===== src/rtl/shabsh_pkg.sv =====
// Package of the SHA-256 byte stream hasher: types, constants and round functions.
`timescale 1ns / 1ps
`default_nettype none

package shabsh_pkg;

   localparam logic [7:0] PAD_BYTE = 8'h80;
   localparam logic [5:0] LEN_POS  = 6'd56;
   localparam logic [5:0] LAST_POS = 6'd63;

   // One input item as it travels from the front queue to the engine.
   typedef struct packed {
      logic [7:0] data_byte;
      logic       byte_valid;
      logic       final_item;
   } item_type;

   // Digest hand-over from the engine to the result queue; words[i] is H(i).
   typedef struct packed {
      logic             load;
      logic [7:0][31:0] words;
   } digest_load_type;

   typedef enum logic [2:0] {
      ST_IDLE,
      ST_PAD,
      ST_ROUND,
      ST_UPDATE,
      ST_EMIT
   } eng_state_type;

   function automatic logic [31:0] rotr(input logic [31:0] x, input logic [4:0] n);
      rotr = (x >> n) | (x << (6'd32 - {1'b0, n}));
   endfunction

   function automatic logic [31:0] big_sigma0(input logic [31:0] x);
      big_sigma0 = rotr(x, 5'd2) ^ rotr(x, 5'd13) ^ rotr(x, 5'd22);
   endfunction

   function automatic logic [31:0] big_sigma1(input logic [31:0] x);
      big_sigma1 = rotr(x, 5'd6) ^ rotr(x, 5'd11) ^ rotr(x, 5'd25);
   endfunction

   function automatic logic [31:0] small_sigma0(input logic [31:0] x);
      small_sigma0 = rotr(x, 5'd7) ^ rotr(x, 5'd18) ^ (x >> 3);
   endfunction

   function automatic logic [31:0] small_sigma1(input logic [31:0] x);
      small_sigma1 = rotr(x, 5'd17) ^ rotr(x, 5'd19) ^ (x >> 10);
   endfunction

   function automatic logic [31:0] initial_h(input logic [2:0] i);
      case (i)
         3'd0: initial_h = 32'h6a09e667;
         3'd1: initial_h = 32'hbb67ae85;
         3'd2: initial_h = 32'h3c6ef372;
         3'd3: initial_h = 32'ha54ff53a;
         3'd4: initial_h = 32'h510e527f;
         3'd5: initial_h = 32'h9b05688c;
         3'd6: initial_h = 32'h1f83d9ab;
         default: initial_h = 32'h5be0cd19;
      endcase
   endfunction

   function automatic logic [31:0] round_k(input logic [5:0] i);
      case (i)
         6'd0:  round_k = 32'h428a2f98;
         6'd1:  round_k = 32'h71374491;
         6'd2:  round_k = 32'hb5c0fbcf;
         6'd3:  round_k = 32'he9b5dba5;
         6'd4:  round_k = 32'h3956c25b;
         6'd5:  round_k = 32'h59f111f1;
         6'd6:  round_k = 32'h923f82a4;
         6'd7:  round_k = 32'hab1c5ed5;
         6'd8:  round_k = 32'hd807aa98;
         6'd9:  round_k = 32'h12835b01;
         6'd10: round_k = 32'h243185be;
         6'd11: round_k = 32'h550c7dc3;
         6'd12: round_k = 32'h72be5d74;
         6'd13: round_k = 32'h80deb1fe;
         6'd14: round_k = 32'h9bdc06a7;
         6'd15: round_k = 32'hc19bf174;
         6'd16: round_k = 32'he49b69c1;
         6'd17: round_k = 32'hefbe4786;
         6'd18: round_k = 32'h0fc19dc6;
         6'd19: round_k = 32'h240ca1cc;
         6'd20: round_k = 32'h2de92c6f;
         6'd21: round_k = 32'h4a7484aa;
         6'd22: round_k = 32'h5cb0a9dc;
         6'd23: round_k = 32'h76f988da;
         6'd24: round_k = 32'h983e5152;
         6'd25: round_k = 32'ha831c66d;
         6'd26: round_k = 32'hb00327c8;
         6'd27: round_k = 32'hbf597fc7;
         6'd28: round_k = 32'hc6e00bf3;
         6'd29: round_k = 32'hd5a79147;
         6'd30: round_k = 32'h06ca6351;
         6'd31: round_k = 32'h14292967;
         6'd32: round_k = 32'h27b70a85;
         6'd33: round_k = 32'h2e1b2138;
         6'd34: round_k = 32'h4d2c6dfc;
         6'd35: round_k = 32'h53380d13;
         6'd36: round_k = 32'h650a7354;
         6'd37: round_k = 32'h766a0abb;
         6'd38: round_k = 32'h81c2c92e;
         6'd39: round_k = 32'h92722c85;
         6'd40: round_k = 32'ha2bfe8a1;
         6'd41: round_k = 32'ha81a664b;
         6'd42: round_k = 32'hc24b8b70;
         6'd43: round_k = 32'hc76c51a3;
         6'd44: round_k = 32'hd192e819;
         6'd45: round_k = 32'hd6990624;
         6'd46: round_k = 32'hf40e3585;
         6'd47: round_k = 32'h106aa070;
         6'd48: round_k = 32'h19a4c116;
         6'd49: round_k = 32'h1e376c08;
         6'd50: round_k = 32'h2748774c;
         6'd51: round_k = 32'h34b0bcb5;
         6'd52: round_k = 32'h391c0cb3;
         6'd53: round_k = 32'h4ed8aa4a;
         6'd54: round_k = 32'h5b9cca4f;
         6'd55: round_k = 32'h682e6ff3;
         6'd56: round_k = 32'h748f82ee;
         6'd57: round_k = 32'h78a5636f;
         6'd58: round_k = 32'h84c87814;
         6'd59: round_k = 32'h8cc70208;
         6'd60: round_k = 32'h90befffa;
         6'd61: round_k = 32'ha4506ceb;
         6'd62: round_k = 32'hbef9a3f7;
         default: round_k = 32'hc67178f2;
      endcase
   endfunction

endpackage

`default_nettype wire


===== src/rtl/sha256_byte_stream_hasher_core.sv =====
// Top level of the SHA-256 byte stream hasher.
// The message enters as items on the req_ queue port: one byte per item, a flag
// marking whether the byte is present, and a flag closing the message. An item is
// taken when req_push is high and req_full is low; a two-item front queue keeps
// accepting while the engine works. The engine shifts each message byte into its block
// buffer, and each full 64-byte block then takes 64 rounds of the single round unit
// and a step that folds the result into the chaining words. A final item adds padding
// bytes (up to 64, or up to 72 when the length spills into an extra block), one or two
// more compressions, and the hand-over of the digest.
// The digest leaves on the rsp_ queue port as eight 32-bit words, H0 first, while
// rsp_empty is low; rsp_pop takes one word. If the receiver stalls, the engine stops
// before the hand-over of the next digest and the front queue fills, raising req_full.
// After a synchronous reset both queues are empty and the chaining words hold the
// initial hash values.
`timescale 1ns / 1ps
`default_nettype none

module sha256_byte_stream_hasher_core (
   input  wire logic        clock,
   input  wire logic        reset,
   input  wire logic [7:0]  req_data_byte,
   input  wire logic        req_byte_valid,
   input  wire logic        req_final_item,
   input  wire logic        req_push,
   output logic             req_full,
   output logic [31:0]      rsp_digest_word,
   output logic [2:0]       rsp_word_index,
   output logic             rsp_last_word,
   output logic             rsp_empty,
   input  wire logic        rsp_pop
);

   shabsh_pkg::item_type        item;
   shabsh_pkg::digest_load_type digest;
   logic                        item_avail;
   logic                        item_pop;
   logic                        out_busy;

   shabsh_front u_front (
      .clock          (clock),
      .reset          (reset),
      .req_data_byte  (req_data_byte),
      .req_byte_valid (req_byte_valid),
      .req_final_item (req_final_item),
      .req_push       (req_push),
      .req_full       (req_full),
      .item_avail     (item_avail),
      .item           (item),
      .item_pop       (item_pop)
   );

   shabsh_engine u_engine (
      .clock      (clock),
      .reset      (reset),
      .item_avail (item_avail),
      .item       (item),
      .item_pop   (item_pop),
      .out_busy   (out_busy),
      .digest     (digest)
   );

   shabsh_digest_out u_digest_out (
      .clock           (clock),
      .reset           (reset),
      .digest          (digest),
      .out_busy        (out_busy),
      .rsp_digest_word (rsp_digest_word),
      .rsp_word_index  (rsp_word_index),
      .rsp_last_word   (rsp_last_word),
      .rsp_empty       (rsp_empty),
      .rsp_pop         (rsp_pop)
   );

endmodule

`default_nettype wire


===== src/rtl/shabsh_front.sv =====
// Front queue of the hasher: accepts items, drops empty ones and holds two for the engine.
`timescale 1ns / 1ps
`default_nettype none

module shabsh_front (
   input  wire logic                clock,
   input  wire logic                reset,
   input  wire logic [7:0]          req_data_byte,
   input  wire logic                req_byte_valid,
   input  wire logic                req_final_item,
   input  wire logic                req_push,
   output logic                     req_full,
   output logic                     item_avail,
   output shabsh_pkg::item_type     item,
   input  wire logic                item_pop
);

   shabsh_pkg::item_type q_ff [2];
   logic       wr_ptr_ff, wr_ptr_in;
   logic       rd_ptr_ff, rd_ptr_in;
   logic [1:0] count_ff, count_in;
   logic       accept;
   logic       keep;
   logic       do_pop;

   // An item with neither a byte nor the final mark changes nothing and is dropped here.
   assign req_full   = (count_ff == 2'd2);
   assign accept     = req_push && !req_full;
   assign keep       = accept && (req_byte_valid || req_final_item);
   assign item_avail = (count_ff != 2'd0);
   assign do_pop     = item_pop && item_avail;
   assign item       = q_ff[rd_ptr_ff];

   // Pointer and fill count of the queue.
   always_comb begin
      wr_ptr_in = keep ? ~wr_ptr_ff : wr_ptr_ff;
      rd_ptr_in = do_pop ? ~rd_ptr_ff : rd_ptr_ff;
      count_in  = count_ff + {1'b0, keep} - {1'b0, do_pop};
   end

   always_ff @(posedge clock) begin
      if (reset) begin
         wr_ptr_ff <= 1'b0;
         rd_ptr_ff <= 1'b0;
         count_ff  <= 2'd0;
      end else begin
         wr_ptr_ff <= wr_ptr_in;
         rd_ptr_ff <= rd_ptr_in;
         count_ff  <= count_in;
      end
   end

   // Queue storage needs no reset.
   always_ff @(posedge clock) begin
      if (keep) begin
         q_ff[wr_ptr_ff] <= '{data_byte: req_data_byte, byte_valid: req_byte_valid,
                              final_item: req_final_item};
      end
   end

endmodule

`default_nettype wire


===== src/rtl/shabsh_engine.sv =====
// Back part of the hasher: block buffer, padding sequencer and the SHA-256 round unit.
`timescale 1ns / 1ps
`default_nettype none

module shabsh_engine (
   input  wire logic                    clock,
   input  wire logic                    reset,
   input  wire logic                    item_avail,
   input  wire shabsh_pkg::item_type    item,
   output logic                         item_pop,
   input  wire logic                    out_busy,
   output shabsh_pkg::digest_load_type  digest
);

   shabsh_pkg::eng_state_type state_ff, state_in;

   logic [31:0] blk_ff   [16];
   logic [31:0] blk_in   [16];
   logic [31:0] var_ff   [8];
   logic [31:0] var_in   [8];
   logic [31:0] chain_ff [8];
   logic [31:0] chain_in [8];
   logic [63:0] bitlen_ff, bitlen_in;
   logic [5:0]  fill_ff, fill_in;
   logic [5:0]  round_ff, round_in;
   logic        closing_ff, closing_in;
   logic        pad_first_ff, pad_first_in;
   logic        len_block_ff, len_block_in;
   logic        finish_ff, finish_in;

   logic [7:0]  pad_byte;
   logic [7:0]  len_byte;
   logic [63:0] len_shifted;
   logic [7:0]  shift_byte;
   logic        shift_en;
   logic [31:0] t1, t2, w_next;

   // Byte of the padding tail: the pad mark, zero fill or the big-endian bit length.
   assign len_shifted = bitlen_ff >> {~fill_ff[2:0], 3'b000};
   assign len_byte    = len_shifted[7:0];
   always_comb begin
      if (pad_first_ff) begin
         pad_byte = shabsh_pkg::PAD_BYTE;
      end else if (len_block_ff && (fill_ff >= shabsh_pkg::LEN_POS)) begin
         pad_byte = len_byte;
      end else begin
         pad_byte = 8'h00;
      end
   end

   assign shift_byte = (state_ff == shabsh_pkg::ST_PAD) ? pad_byte : item.data_byte;
   assign shift_en   = (state_ff == shabsh_pkg::ST_PAD) ||
                       ((state_ff == shabsh_pkg::ST_IDLE) && item_avail && item.byte_valid);
   assign item_pop   = (state_ff == shabsh_pkg::ST_IDLE) && item_avail;

   // Round arithmetic; blk_ff[0] holds the schedule word of the current round.
   assign t1 = var_ff[7] + shabsh_pkg::big_sigma1(var_ff[4])
             + ((var_ff[4] & var_ff[5]) ^ (~var_ff[4] & var_ff[6]))
             + shabsh_pkg::round_k(round_ff) + blk_ff[0];
   assign t2 = shabsh_pkg::big_sigma0(var_ff[0])
             + ((var_ff[0] & var_ff[1]) ^ (var_ff[0] & var_ff[2]) ^ (var_ff[1] & var_ff[2]));
   assign w_next = shabsh_pkg::small_sigma1(blk_ff[14]) + blk_ff[9]
                 + shabsh_pkg::small_sigma0(blk_ff[1]) + blk_ff[0];

   // Next state.
   always_comb begin
      state_in = state_ff;
      unique case (state_ff)
         shabsh_pkg::ST_IDLE: begin
            if (item_avail) begin
               if (item.byte_valid && (fill_ff == shabsh_pkg::LAST_POS)) begin
                  state_in = shabsh_pkg::ST_ROUND;
               end else if (item.final_item) begin
                  state_in = shabsh_pkg::ST_PAD;
               end
            end
         end
         shabsh_pkg::ST_PAD: begin
            if (fill_ff == shabsh_pkg::LAST_POS) begin
               state_in = shabsh_pkg::ST_ROUND;
            end
         end
         shabsh_pkg::ST_ROUND: begin
            if (round_ff == 6'd63) begin
               state_in = shabsh_pkg::ST_UPDATE;
            end
         end
         shabsh_pkg::ST_UPDATE: begin
            if (finish_ff) begin
               state_in = shabsh_pkg::ST_EMIT;
            end else if (closing_ff) begin
               state_in = shabsh_pkg::ST_PAD;
            end else begin
               state_in = shabsh_pkg::ST_IDLE;
            end
         end
         shabsh_pkg::ST_EMIT: begin
            if (!out_busy) begin
               state_in = shabsh_pkg::ST_IDLE;
            end
         end
         default: state_in = shabsh_pkg::ST_IDLE;
      endcase
   end

   // Datapath and control values for each state.
   always_comb begin
      blk_in       = blk_ff;
      var_in       = var_ff;
      chain_in     = chain_ff;
      bitlen_in    = bitlen_ff;
      fill_in      = fill_ff;
      round_in     = round_ff;
      closing_in   = closing_ff;
      pad_first_in = pad_first_ff;
      len_block_in = len_block_ff;
      finish_in    = finish_ff;
      digest.load  = 1'b0;
      for (int i = 0; i < 8; i++) begin
         digest.words[i] = chain_ff[i];
      end

      // A message byte or a padding byte shifts the whole block left by one byte.
      if (shift_en) begin
         for (int i = 0; i < 15; i++) begin
            blk_in[i] = {blk_ff[i][23:0], blk_ff[i + 1][31:24]};
         end
         blk_in[15] = {blk_ff[15][23:0], shift_byte};
         fill_in    = fill_ff + 6'd1;
         if (fill_ff == shabsh_pkg::LAST_POS) begin
            var_in   = chain_ff;
            round_in = 6'd0;
         end
      end

      unique case (state_ff)
         shabsh_pkg::ST_IDLE: begin
            if (item_avail) begin
               if (item.byte_valid) begin
                  bitlen_in = bitlen_ff + 64'd8;
               end
               if (item.final_item) begin
                  closing_in   = 1'b1;
                  pad_first_in = 1'b1;
               end
            end
         end
         shabsh_pkg::ST_PAD: begin
            pad_first_in = 1'b0;
            // The length fits behind the pad mark only if the mark lands before byte 56.
            if (pad_first_ff && (fill_ff < shabsh_pkg::LEN_POS)) begin
               len_block_in = 1'b1;
            end
            if (fill_ff == shabsh_pkg::LAST_POS) begin
               finish_in = !pad_first_ff && len_block_ff;
            end
         end
         shabsh_pkg::ST_ROUND: begin
            var_in[7] = var_ff[6];
            var_in[6] = var_ff[5];
            var_in[5] = var_ff[4];
            var_in[4] = var_ff[3] + t1;
            var_in[3] = var_ff[2];
            var_in[2] = var_ff[1];
            var_in[1] = var_ff[0];
            var_in[0] = t1 + t2;
            for (int i = 0; i < 15; i++) begin
               blk_in[i] = blk_ff[i + 1];
            end
            blk_in[15] = w_next;
            round_in   = round_ff + 6'd1;
         end
         shabsh_pkg::ST_UPDATE: begin
            for (int i = 0; i < 8; i++) begin
               chain_in[i] = chain_ff[i] + var_ff[i];
            end
            // A closing block without the length ends the padding; the next block carries the length.
            if (closing_ff && !finish_ff) begin
               len_block_in = 1'b1;
            end
            round_in = 6'd0;
         end
         shabsh_pkg::ST_EMIT: begin
            if (!out_busy) begin
               digest.load = 1'b1;
               for (int i = 0; i < 8; i++) begin
                  chain_in[i] = shabsh_pkg::initial_h(3'(i));
               end
               bitlen_in    = 64'd0;
               closing_in   = 1'b0;
               finish_in    = 1'b0;
               len_block_in = 1'b0;
            end
         end
         default: begin
         end
      endcase
   end

   // Control registers and chaining words.
   always_ff @(posedge clock) begin
      if (reset) begin
         state_ff     <= shabsh_pkg::ST_IDLE;
         bitlen_ff    <= 64'd0;
         fill_ff      <= 6'd0;
         round_ff     <= 6'd0;
         closing_ff   <= 1'b0;
         pad_first_ff <= 1'b0;
         len_block_ff <= 1'b0;
         finish_ff    <= 1'b0;
         for (int i = 0; i < 8; i++) begin
            chain_ff[i] <= shabsh_pkg::initial_h(3'(i));
         end
      end else begin
         state_ff     <= state_in;
         bitlen_ff    <= bitlen_in;
         fill_ff      <= fill_in;
         round_ff     <= round_in;
         closing_ff   <= closing_in;
         pad_first_ff <= pad_first_in;
         len_block_ff <= len_block_in;
         finish_ff    <= finish_in;
         chain_ff     <= chain_in;
      end
   end

   // Block window and working variables carry payload only.
   always_ff @(posedge clock) begin
      blk_ff <= blk_in;
      var_ff <= var_in;
   end

endmodule

`default_nettype wire


===== src/rtl/shabsh_digest_out.sv =====
// Result queue of the hasher: holds one digest and hands it out word by word.
`timescale 1ns / 1ps
`default_nettype none

module shabsh_digest_out (
   input  wire logic                        clock,
   input  wire logic                        reset,
   input  wire shabsh_pkg::digest_load_type digest,
   output logic                             out_busy,
   output logic [31:0]                      rsp_digest_word,
   output logic [2:0]                       rsp_word_index,
   output logic                             rsp_last_word,
   output logic                             rsp_empty,
   input  wire logic                        rsp_pop
);

   logic [7:0][31:0] words_ff, words_in;
   logic [2:0]       idx_ff, idx_in;
   logic             busy_ff, busy_in;
   logic             do_pop;

   assign do_pop          = rsp_pop && busy_ff;
   assign out_busy        = busy_ff;
   assign rsp_empty       = !busy_ff;
   assign rsp_digest_word = words_ff[0];
   assign rsp_word_index  = idx_ff;
   assign rsp_last_word   = (idx_ff == 3'd7);

   // A load fills the queue; each pop moves the next word to the front.
   always_comb begin
      words_in = words_ff;
      idx_in   = idx_ff;
      busy_in  = busy_ff;
      if (digest.load) begin
         words_in = digest.words;
         idx_in   = 3'd0;
         busy_in  = 1'b1;
      end else if (do_pop) begin
         words_in = {32'd0, words_ff[7:1]};
         idx_in   = idx_ff + 3'd1;
         if (idx_ff == 3'd7) begin
            busy_in = 1'b0;
         end
      end
   end

   always_ff @(posedge clock) begin
      if (reset) begin
         idx_ff  <= 3'd0;
         busy_ff <= 1'b0;
      end else begin
         idx_ff  <= idx_in;
         busy_ff <= busy_in;
      end
   end

   always_ff @(posedge clock) begin
      words_ff <= words_in;
   end

endmodule

`default_nettype wire


===== config.mk =====
export PLATFORM = sky130hd
export DESIGN_NAME = sha256_byte_stream_hasher_core
export DESIGN_NICKNAME = d
export VERILOG_FILES = /design/src/rtl/shabsh_pkg.sv /design/src/rtl/sha256_byte_stream_hasher_core.sv /design/src/rtl/shabsh_front.sv /design/src/rtl/shabsh_engine.sv /design/src/rtl/shabsh_digest_out.sv
export SDC_FILE = /design/constraint.sdc
export NUM_CORES = 2
export LEC_CHECK = 0
export CAP_MARGIN = 20
export CORE_ASPECT_RATIO = 0.75
export CORE_MARGIN = 2
export CORE_UTILIZATION = 65
export CTS_CLUSTER_SIZE = 20
export DETAILED_ROUTE_END_ITERATION = 10
export DONT_BUFFER_PORTS = 1
export HOLD_SLACK_MARGIN = 0.12
export PLACE_DENSITY = 0.81
export SLEW_MARGIN = 20
export SYNTH_ARGS = -nofsm -noshare
export SYNTH_HDL_FRONTEND = slang
export SYNTH_SLANG_ARGS = --single-unit

===== constraint.sdc =====
create_clock -name clock -period 52 [get_ports clock]
set_input_delay 5.2 -clock clock [delete_from_list [all_inputs] [get_ports clock]]
set_output_delay 5.2 -clock clock [all_outputs]
set_load 0.005 [all_outputs]

==> impl_results.md <==
* R2R Path Start: u_engine.var_ff[122]$_DFFE_PP_
* Largest net degree at the start of global routing at 245
* Final Cycle Share at 16.4%
* Post-synthesis sequential area ratio at 45.5%
* Final Skew at 38.8 ps
* Syn_nets at 10,050
* Syn avg cell area at 9.06 µm²
* Die W at 423 µm
* Post-CTS sizing at 0
* Starting DRT DRC Count at 10,236
* Post-synth top area cell: edfxtp_1
* Vias at 69,618
* CTS tree: built
* Final hold vios at 0
* Worst skew pair latency at 830 ps
* Cts hold-fix bufs at 0
* Achievable clock frequency at 117 MHz
* Slowest CP cell: edfxtp_1
* P_leak at 38.7 nW
* Count leader, synth: nand2_1
* Area of the mapped netlist at 85,600 µm²
* Drt pass-1 iters at 8
* Yosys warns at 0
* Per-cell routed wire length at 24.0 µm
* R2R Setup Slk at 43,460 ps
* Post-synth EDFFs at 1,044
* Vias in the first global route at 64,992
* Hold Path Origin: u_engine.closing_ff$_SDFFE_PP0P_
* Cell count after synthesis at 9,445
* CP peak stage delay at 550 ps
* Setup crit start: u_engine.var_ff[122]$_DFFE_PP_
* Worst setup path class: reg -> reg
* GPL Wtd Cong at 1.04
* Main synth FF type: edfxtp_1
* N_diodes at 0
* Crit path max-delay family: compound AO/OA/AOI/OAI gates
* WHS Path Cells at 2
* CTS max path bufs at 3
* CTS buffer count at 143
* Layout overhead on the synthesized area at 6.45%
* Most used cell, CP: fa_1
* HPWL Detailed at 185,000 µm
* Synth top area cells: edfxtp_1 (37%), nand2_1 (13%), dfxtp_1 (8.8%), ha_1 (5.8%), fa_1 (4.6%)
* Initial antenna violation count at 0
* Post-synth ARST share at 0%
* H-tree Lvls at 4
* Max cap viols at 0
* Flops & latches, synth at 1,421
* Die footprint at 135,000 µm²
* Top cell type's share of synthesized area at 36.6%
* P per Cell Area at 62.5 nW/µm²
* Synth cell count leaders: nand2_1 (3,068), edfxtp_1 (1,044), clkbuf_1 (460)
* Die H at 318 µm
* Hold Path Class: reg -> reg
* Vias per cell at 6.33
* Tot GR Track Use at 38.6%
* R2R Path End: u_engine.var_ff[252]$_DFFE_PP_
* DP Area at 86,300 µm²
* Clock Sinks at 1,421
* Unrepaired setup endpoints after global routing: false
* Worst Max-Slew Pin Slew at 1200 ps
* Setup-violating endpoint count in the final report at 0
* Finished Cell Area at 91,100 µm²
* Fin. max-slew vios at 0
* PortBufs at 0
* Max_slew headroom at 19.5%
* Gr ovfl total at 0
* FF-to-FF path depth at 30
* Final nets at 9,727
* Setup TNS at 0 ps
* Synth unique cells at 107
* Drt total wl at 264,000 µm
* Core area at 131,000 µm²
* # IOs at 52
* First-pass GRT wire length at 397,000 µm
* Critical Path RT at 52,530 ps
* Critical path endpoint category: flip-flop
* Crit-path max FO at 6
* Worst VDD drop at 0.131 mV
* Root Driver: clkbuf_16
* CP Data Arrival Time at 9070 ps
* Hold EP: u_engine.closing_ff$_SDFFE_PP0P_
* Status: complete, no violations
* Setup bufs post-CTS at 0
* Fin crit period at 8540 ps
* Starting Density at 65.3%
* CP bufs+invs at 2
* Antenna viol nets, final at 0
* Num rows at 115
* Clock-pin slew on the worst setup and hold paths at 70 ps
* Share of layout cells above drive strength 1 at 4.34%
* Critical path launch point type: flip-flop
* DRC violations left at 0
[cells by family (layout without fill, tap and decap cells)]
group           count (synthesis)  in the layout  share of synthesized area (%)
compound gates               1699           1699                           12.7
xor+xnor                      616            616                           6.31
fa+ha+maj                     613            613                           10.6
mux                            74             74                           1.06
flops                        1421           1421                           45.5
simple gates                 4117           4117                           19.7
buf+inv                       905            699                           4.17
[power breakdown]
group          internal, mW  total, mW  leakage (nW)  switching (mW)
clock network         0.598       1.07          2.34           0.476
registers              1.50       1.72          12.9           0.210
logic                  1.12       2.90          23.4            1.78
total                  3.23       5.69          38.7            2.47
[stage by stage]
| stage | util [%] | cells | setup slack (ps) | power [mW] | hold WS [ps] |
|---|---|---|---|---|---|
| after floorplan | - | 9445 | 31930 | 3.76 | 432 |
| after global placement | 65.9 | 10731 | 43800 | 4.43 | 451 |
| after detailed placement | 65.9 | 10731 | 43730 | 4.48 | 456 |
| after CTS | 69.5 | 10993 | 43650 | 5.58 | 470 |
| after global routing | 69.6 | 10994 | 43150 | 6.01 | 503 |
| final | 69.6 | 10994 | 43460 | 5.69 | 470 |
[area by class of cell]
| type | count | area, µm² |
|---|---|---|
| Clock buffer | 185 | 3910 |
| Clock inverter | 77 | 887 |
| Fill cell | 9772 | 39900 |
| Inverter | 353 | 1330 |
| Multi-Input combinational cell | 7119 | 43200 |
| Sequential cell | 1421 | 38900 |
| Tap cell | 1755 | 2200 |
| Timing Repair Buffer | 84 | 656 |
[worst max-delay path by stage]
stage	cells after the start	to	slack, ps
CTS	29	u_engine.var_ff[252]$_DFFE_PP_	43650
global route	30	u_engine.var_ff[252]$_DFFE_PP_	43150
finish	30	u_engine.var_ff[252]$_DFFE_PP_	43460
detailed placement	29	u_engine.var_ff[252]$_DFFE_PP_	43730
floorplan	5	u_engine.state_ff[1]$_SDFFE_PP0P_	31930
global placement	30	u_engine.var_ff[252]$_DFFE_PP_	43800
[flip-flops by register name (all words and copies together), names as in the netlist, 2 cells and up, named ones only]
signal                        count
u_engine.bitlen_ff               61
u_engine.round_ff                 6
u_engine.fill_ff                  6
u_engine.state_ff                 3
u_engine.blk_ff                 512
u_front.count_ff                  2
u_digest_out.rsp_digest_word     32
u_engine.var_ff                 256
u_digest_out.rsp_word_index       3
u_engine.digest                 256
u_front.q_ff                     20
u_digest_out.words_ff           224
[cell usage in the layout, fill, tap and decap left out, drive strengths merged, types with 57 or more instances in the layout]
cell type     n
ha          396
o21a         59
xor2        230
o22ai        70
xnor2       386
nand3       138
a211oi       60
edfxtp     1044
dfxtp       377
inv         358
nor2        425
o21ai       439
nand2      3069
and3         68
and2         60
a31oi        62
fa          195
clkbuf      185
a21oi       426
nor3        104
buf          84
o211ai       57
a21o        201
[layer usage]
| metal | share of wire [%] | routed length, µm | global-route usage, % | up-vias |
|---|---|---|---|---|
| li1 | - | - | - | 31632 |
| met1 | 41 | 109000 | 57.0 | 33165 |
| met2 | 42 | 110000 | 54.3 | 4258 |
| met3 | 14 | 35700 | 10.8 | 563 |
| met4 | 3.6 | 9570 | 13.7 | 0 |
| met5 | 0 | 0 | 0 | - |
[worst reg2reg max path, delay by kind of cell, from the launching register on]
| kind | cells | cell delay, ps |
|---|---|---|
| flip-flops | 1 | 550 |
| buffers and inverters | 2 | 140 |
| adder cells (fa/ha/maj) | 7 | 2910 |
| AO/OA/AOI/OAI | 13 | 2910 |
| XOR/XNOR | 4 | 1220 |
| AND/OR/NAND/NOR | 4 | 510 |
(Power assumes the default switching activity.)
